`config.mk`:
```
export PLATFORM = sky130hd
export DESIGN_NAME = uwtl_cordic
export DESIGN_NICKNAME = d
export VERILOG_FILES = /design/src/hw/rtl/unicycle_waypoint_tracking_law_core_macros.svh /design/src/hw/rtl/uwtl_pkg.sv /design/src/hw/rtl/uwtl_cordic.sv
export SDC_FILE = /design/constraint.sdc
export NUM_CORES = 1
export LEC_CHECK = 0
export ABC_AREA = 0
export BUFFER_PORTS_ARGS = -buffer_cell sky130_fd_sc_hd__buf_4
export CAP_MARGIN = 20
export CORE_UTILIZATION = 64
export DETAILED_ROUTE_END_ITERATION = 7
export PLACE_DENSITY = 0.89
export SLEW_MARGIN = 15
export SYNTH_ARGS = -nofsm -noshare
export SYNTH_HDL_FRONTEND = slang
export SYNTH_SLANG_ARGS = --single-unit
```
`constraint.sdc`:
```
create_clock -name clk -period 7.7 [get_ports clk]
set_input_delay 0.77 -clock clk [delete_from_list [all_inputs] [get_ports clk]]
set_output_delay 0.77 -clock clk [all_outputs]
set_load 0.02 [all_outputs]
```
`src/hw/rtl/unicycle_waypoint_tracking_law_core_macros.svh`:
```
// Assertion macros shared by the tracking law RTL.
`ifndef UNICYCLE_WAYPOINT_TRACKING_LAW_CORE_MACROS_SVH
`define UNICYCLE_WAYPOINT_TRACKING_LAW_CORE_MACROS_SVH

// Property that holds on every clock outside reset.
`define UWTL_CHECK(lbl, prop, msg) \
	lbl: assert property (@(posedge clk) disable iff (!arst_n) prop) \
		else $error(msg);

// Condition in the cycle after a trigger.
`define UWTL_NEXT(lbl, ante, cons, msg) \
	lbl: assert property (@(posedge clk) disable iff (!arst_n) (ante) |=> (cons)) \
		else $error(msg);

`endif

```
`src/hw/rtl/uwtl_pkg.sv`:
```
// Types, constants and tables of the tracking law core.
package uwtl_pkg;

	localparam logic signed [35:0] PI30      = 36'sd3373259426;
	localparam logic signed [35:0] HALF_PI30 = 36'sd1686629713;
	localparam logic signed [35:0] GAIN30    = 36'sd652032874;
	localparam logic signed [17:0] ONE16     = 18'sd65536;

	localparam logic [2:0] REG_WAYPOINT_X    = 3'd0;
	localparam logic [2:0] REG_WAYPOINT_Y    = 3'd1;
	localparam logic [2:0] REG_REF_SPEED     = 3'd2;
	localparam logic [2:0] REG_REF_TURN_RATE = 3'd3;
	localparam logic [2:0] REG_LATERAL_GAIN  = 3'd4;
	localparam logic [2:0] REG_HEADING_GAIN  = 3'd5;

	typedef enum logic [2:0] {
		ST_IDLE, ST_MUL, ST_DRAIN, ST_YAW_CHK, ST_LAUNCH, ST_CWAIT, ST_OUT
	} st_t;

	typedef enum logic [3:0] {
		MOP_XX, MOP_YY, MOP_ZZ, MOP_WW, MOP_XZ, MOP_WY, MOP_XY, MOP_WZ,
		MOP_DYC, MOP_DXS, MOP_K2V, MOP_K3V, MOP_LIN, MOP_LHI, MOP_LLO, MOP_K3S
	} mop_t;

	typedef enum logic [1:0] {
		JOB_YAW_ATAN, JOB_YAW_SC, JOB_BRG_ATAN, JOB_HERR_SC
	} job_t;

	typedef enum logic [2:0] {
		CS_IDLE, CS_FOLD, CS_NORM, CS_ITER, CS_POST
	} cst_t;

	typedef enum logic {
		CM_VECTOR, CM_ROTATE
	} cmode_t;

	typedef struct packed {
		logic               start;
		cmode_t             mode;
		logic signed [35:0] y;
		logic signed [35:0] x;
		logic signed [16:0] angle;
	} cordic_req_t;

	typedef struct packed {
		logic               idle;
		logic               done;
		logic signed [15:0] angle;
		logic signed [17:0] sin_v;
		logic signed [17:0] cos_v;
	} cordic_rsp_t;

	// atan(2^-i) in Q1.30
	function automatic logic [31:0] atan_lut(input logic [4:0] i);
		logic [31:0] r;
		case (i)
			5'd0:  r = 32'd843314857;
			5'd1:  r = 32'd497837830;
			5'd2:  r = 32'd263043837;
			5'd3:  r = 32'd133525159;
			5'd4:  r = 32'd67021687;
			5'd5:  r = 32'd33543516;
			5'd6:  r = 32'd16775851;
			5'd7:  r = 32'd8388437;
			5'd8:  r = 32'd4194283;
			5'd9:  r = 32'd2097149;
			5'd10: r = 32'd1048576;
			5'd11: r = 32'd524288;
			5'd12: r = 32'd262144;
			5'd13: r = 32'd131072;
			5'd14: r = 32'd65536;
			5'd15: r = 32'd32768;
			5'd16: r = 32'd16384;
			5'd17: r = 32'd8192;
			5'd18: r = 32'd4096;
			5'd19: r = 32'd2048;
			5'd20: r = 32'd1024;
			5'd21: r = 32'd512;
			5'd22: r = 32'd256;
			5'd23: r = 32'd128;
			default: r = 32'd0;
		endcase
		return r;
	endfunction

endpackage

```
`src/hw/rtl/uwtl_cordic.sv`:
```
// Iterative CORDIC: atan2 in vectoring mode, sin/cos in rotation mode.
module uwtl_cordic import uwtl_pkg::*; #(
	parameter int CORDIC_ITERS = 16
) (
	input  logic        clk,
	input  logic        arst_n,
	input  cordic_req_t req,
	output cordic_rsp_t rsp
);

	localparam int IW = $clog2(CORDIC_ITERS);
	localparam logic [IW-1:0] LAST = IW'(CORDIC_ITERS - 1);

	cst_t               cst_q, cst_d;
	cmode_t             mode_q;
	logic               yneg_q, xneg_q, flip_q, done_q;
	logic signed [35:0] cx_q, cy_q, z_q;
	logic [IW-1:0]      iter_q;
	logic signed [15:0] ang_q;
	logic signed [17:0] sin_q, cos_q;

	logic signed [35:0] ax, ay, z_in, z_wr, dxs, dys, t, zc, zq;
	logic [35:0]        nv;
	logic               zero_in, turn, norm_ok;

	function automatic logic signed [17:0] round_clamp(input logic signed [35:0] v);
		logic signed [35:0] r;
		logic signed [17:0] o;
		r = (v + 36'sd8192) >>> 14;
		if (r > 36'(ONE16))
			o = ONE16;
		else if (r < -36'(ONE16))
			o = -ONE16;
		else
			o = r[17:0];
		return o;
	endfunction

	always_comb begin
		ax = req.x[35] ? -req.x : req.x;
		ay = req.y[35] ? -req.y : req.y;
		zero_in = (req.x == '0) && (req.y == '0);
		z_in = 36'(req.angle) <<< 17;
		if (z_in > PI30)
			z_wr = z_in - (PI30 <<< 1);
		else if (z_in < -PI30)
			z_wr = z_in + (PI30 <<< 1);
		else
			z_wr = z_in;
		nv = cx_q | cy_q;
		norm_ok = (nv[35:30] == '0) && nv[29];
		dxs = cy_q >>> iter_q;
		dys = cx_q >>> iter_q;
		t = signed'({4'b0, atan_lut(5'(iter_q))});
		turn = (mode_q == CM_VECTOR) ? cy_q[35] : !z_q[35];
		if (z_q[35])
			zc = '0;
		else if (z_q > HALF_PI30)
			zc = HALF_PI30;
		else
			zc = z_q;
		if (xneg_q)
			zc = PI30 - zc;
		zq = (zc + 36'sd65536) >>> 17;
	end

	always_comb begin
		cst_d = cst_q;
		unique case (cst_q)
			CS_IDLE: begin
				if (req.start) begin
					if (req.mode == CM_ROTATE)
						cst_d = CS_FOLD;
					else if (!zero_in)
						cst_d = CS_NORM;
				end
			end
			CS_FOLD: cst_d = CS_ITER;
			CS_NORM: if (norm_ok) cst_d = CS_ITER;
			CS_ITER: if (iter_q == LAST) cst_d = CS_POST;
			CS_POST: cst_d = CS_IDLE;
			default: cst_d = CS_IDLE;
		endcase
	end

	always_ff @(posedge clk or negedge arst_n) begin
		if (!arst_n) begin
			cst_q  <= CS_IDLE;
			done_q <= 1'b0;
		end else begin
			cst_q  <= cst_d;
			done_q <= (cst_q == CS_POST) ||
				((cst_q == CS_IDLE) && req.start && (req.mode == CM_VECTOR) && zero_in);
		end
	end

	always_ff @(posedge clk) begin
		case (cst_q)
			CS_IDLE: begin
				if (req.start) begin
					mode_q <= req.mode;
					flip_q <= 1'b0;
					iter_q <= '0;
					if (req.mode == CM_VECTOR) begin
						yneg_q <= req.y[35];
						xneg_q <= req.x[35];
						cx_q   <= ax;
						cy_q   <= ay;
						z_q    <= '0;
						ang_q  <= '0;
					end else begin
						cx_q <= GAIN30;
						cy_q <= '0;
						z_q  <= z_wr;
					end
				end
			end
			CS_FOLD: begin
				if (z_q > HALF_PI30) begin
					z_q    <= PI30 - z_q;
					flip_q <= 1'b1;
				end else if (z_q < -HALF_PI30) begin
					z_q    <= -PI30 - z_q;
					flip_q <= 1'b1;
				end
			end
			CS_NORM: begin
				if (nv[35:30] != '0) begin
					cx_q <= cx_q >>> 1;
					cy_q <= cy_q >>> 1;
				end else if (nv[35:21] == '0) begin
					cx_q <= cx_q <<< 8;
					cy_q <= cy_q <<< 8;
				end else if (!nv[29]) begin
					cx_q <= cx_q <<< 1;
					cy_q <= cy_q <<< 1;
				end
			end
			CS_ITER: begin
				if (turn) begin
					cx_q <= cx_q - dxs;
					cy_q <= cy_q + dys;
					z_q  <= z_q - t;
				end else begin
					cx_q <= cx_q + dxs;
					cy_q <= cy_q - dys;
					z_q  <= z_q + t;
				end
				iter_q <= iter_q + 1'b1;
			end
			CS_POST: begin
				if (mode_q == CM_VECTOR)
					ang_q <= yneg_q ? -zq[15:0] : zq[15:0];
				else begin
					sin_q <= round_clamp(cy_q);
					cos_q <= flip_q ? -round_clamp(cx_q) : round_clamp(cx_q);
				end
			end
			default: ;
		endcase
	end

	assign rsp.idle  = (cst_q == CS_IDLE);
	assign rsp.done  = done_q;
	assign rsp.angle = ang_q;
	assign rsp.sin_v = sin_q;
	assign rsp.cos_v = cos_q;

endmodule

```
==> impl_metrics.ini <==
[critical_path]
crit_path_top_delay_cell = edfxtp_1
critical-path-max-stage-delay_ns = 0.76
worst_setup_end_kind = flip-flop
crit_required_ns = 7.96
setup.worst_path.start_class = flip-flop
critPathKind = reg -> reg
worst-endpoint-arrival_ns = 7.43
critical_path_peak_fanout = 33

[die]
boundaryPins = 147
die_footprint_um2 = 43300
initial_core_util_pct = 64.8
fp.dieW_um = 208
std_cell_rows = 75
core_um2 = 41900
die-height_um = 208

[yosys]
synth.net_count = 3722
synth_compound_area_share_pct = 22.9
synthSimpleGateAreaFrac_pct = 21.8
post_synthesis_share_of_cell_area_spent_on_full_adders_half_adders_and_majority_gates_pct = 9.15
synth-main-ff-cell = edfxtp_1
main_combinational_cell_family_by_area_after_synthesis = compound AO/OA/AOI/OAI gates
muxShareOfSynthArea_pct = 8.77
post_synthesis_average_cell_area_um2 = 7.92
post_synth_num_cell_types = 96
syn-cell-area_um2 = 27200
synth_enable_flop_cells = 168
async_reset_ff_share_pct = 1.99
yosys.area.top_type = edfxtp_1
synth_xor_area_share_pct = 11.8
postSynthCellCount = 3432
yosys_warnings = 0
yosysSeqAreaShare_pct = 21.1
synth_top_area_share_pct = 18.6
ys_seq_elements = 201
synth.area.top_cells = edfxtp_1 (19%), ha_1 (8.9%), xnor2_1 (6.3%)

[timing]
worst_slew_pin_slew_ns = 1.07
slew_headroom_pct = 28.8
clock_skew_ns = 0.0286
finalSetupViolations = 0
final-hold-violation-count = 0
number_of_slew_limit_violations_in_the_final_report = 0
post-route-period-util_pct = 93.1
rsz_0062_raised_after_global_routing = false
fmax_ghz = 0.139
final.setup.worst_slack_ns = 0.531
timing.setup.tns_ns = 0
period_minus_slack_ns = 7.17

[placement]
placement.io_buffers = 146
dp_worst_setup_slack_ns = 0.840
routabilityCongestion = 0.998
post-dp-hpwl_um = 60900

[cts]
clk_transition_reported_paths_ns = 0.07
htreeDepth = 1
clkSinkCount = 201
clock-root-buffer = clkbuf_16
cts_tree = built
worstSkewPairLatency_ns = 0.57
cts_inserted_buffers = 26
worst_case_clock_buffer_depth = 3

[cells_and_area]
syn_to_final_growth_pct = 8.83
fraction_of_final_layout_cells_sized_beyond_drive_strength_1_pct = 10.5
num-nets-final = 3752

[route]
drcViolationCount = 0
routedWlPerCell_um = 20.7
first_iter_violations = 3601
detail-route-antenna-nets = 0
drt_pass_1_iters = 8
route.detailed.vias_per_inst = 6.82
totalWireLength_um = 83200
route.vias.total = 27435

[min_path]
hold_class = in -> reg

[grt]
largest_net_degree_at_the_start_of_global_routing = 78
globalRouteOverflowTotal = 0
global_route_wire_length_before_repair_um = 132000
grtUsageTotal_pct = 37.3
grt_pass1_vias = 25183
antenna_found_initial = 4

[run_status]
outcome = finished clean

[run]
drv_cap = 0
kinds of logic after synthesis:
| logic type | Yosys count |
|---|---|
| mux | 160 |
| buf+inv | 314 |
| xor+xnor | 364 |
| simple gates | 1211 |
| flops | 201 |
| compound gates | 985 |
| fa+ha+maj | 197 |
synth_stat cells, drive strengths merged, types with 18 or more instances:
master / count
nand2b: 75
a21o: 51
o21a: 27
and2: 43
dfxtp: 29
mux2i: 85
inv: 112
xnor2: 194
buf: 47
nand2: 354
o31ai: 43
nor2b: 43
a21oi: 272
or2: 20
ha: 194
or3: 33
o22ai: 27
mux4: 60
nor2: 299
and3: 40
o221ai: 32
o41ai: 18
nand4: 38
xor2: 168
nor4: 23
o21ai: 253
edfxtp: 168
o211ai: 29
clkbuf: 153
a211oi: 46
nand3: 83
a31oi: 43
nor3: 84
a22oi: 19
final cells by class:
type / count / area [um2]
tap: 539 / 674
fill: 3345 / 12400
clock inverter: 16 / 199
multi-input combinational: 2917 / 20300
timing repair buffer: 202 / 1550
inverter: 114 / 428
clock buffer: 32 / 704
sequential: 201 / 5730
antenna: 3 / 7.51
worst max-delay path, delay by kind of cell, from the launching register on:
family	cells	cell delay, ns
and+or+nand+nor	7	1.18
AOI/OAI and AO/OA	12	2.86
DFF	1	0.76
muxes	3	1.11
xor gates and xnor gates	1	0.18
buffers and inverters	1	0.32
adders and majority gates	1	0.37
layer usage:
metal / GRT usage, % / up-vias / share of wire [%] / wire (um)
li1: - / 12771 / - / -
met1: 52.3 / 12525 / 40 / 33400
met2: 55.7 / 1866 / 42 / 34900
met3: 8.71 / 271 / 14 / 11600
met4: 14.6 / 2 / 4.0 / 3300
met5: 0.111 / - / 0.016 / 13
state kept, by name, summed over array words and instances, names as in the netlist:
name,flops
cx_q,36
cy_q,36
z_q,36
t,29
cos_q,18
sin_q,18
ang_q,16
iter_q,4
cst_q,3
done_q,1
flip_q,1
mode_q,1
xneg_q,1
yneg_q,1
per-stage QoR:
| step | cells | hold slack, ns | cell area, um2 | utilization, % |
|---|---|---|---|---|
| 6_report | 4024 | 0.513 | 29600 | 70.5 |
| 5_1_grt | 4024 | 0.503 | 29600 | 70.5 |
| 3_3_place_gp | 3971 | 0.573 | 28600 | 68.2 |
| 4_1_cts | 4020 | 0.490 | 29500 | 70.4 |
| 2_1_floorplan | 3432 | 0.474 | 27200 | - |
| 3_5_place_dp | 3971 | 0.572 | 28600 | 68.2 |
placed cells by master (no fill, tap or decap), drive strengths merged, types with 18 or more instances in the layout:
cell type	netlist	final
buf	47	201
inv	112	114
edfxtp	168	168
o41ai	18	18
xor2	168	168
o221ai	32	32
ha	194	194
nand2	354	354
o31ai	43	43
a211oi	46	46
o21ai	253	253
dfxtp	29	29
and3	40	40
xnor2	194	194
or2	20	20
a22oi	19	19
a21oi	272	272
and2	43	43
nand2b	75	75
o22ai	27	27
a31oi	43	43
nor2b	43	43
o211ai	29	29
a21o	51	51
or3	33	33
nor3	84	84
nor2	299	299
mux4	60	60
clkbuf	153	32
nor4	23	23
o21a	27	27
mux2i	85	85
nand4	38	38
nand3	83	83
what timing repair did:
item,in CTS,in global routing
hold buffers,1,0
buffers inserted,0,0
gates resized for setup,0,0
endpoints found under the hold margin,4,0
worst paths after layout:
path	cells after the start	start	endpoint	slack, ns
max	25	iter_q[0]	cy_q[34]	0.53
min reg2reg	2	cx_q[1]	cx_q[0]	0.72
max reg2reg	25	iter_q[0]	cy_q[34]	0.53
min in group asynchronous	2	arst_n	cst_q[0]	0.56
min	3	req[90]	done_q	0.51
max in group asynchronous	2	arst_n	cst_q[0]	7.02
Power is left out: the tool's default activity adds up to more than one toggle a clock period on the data nets, which glitch-free logic cannot reach.
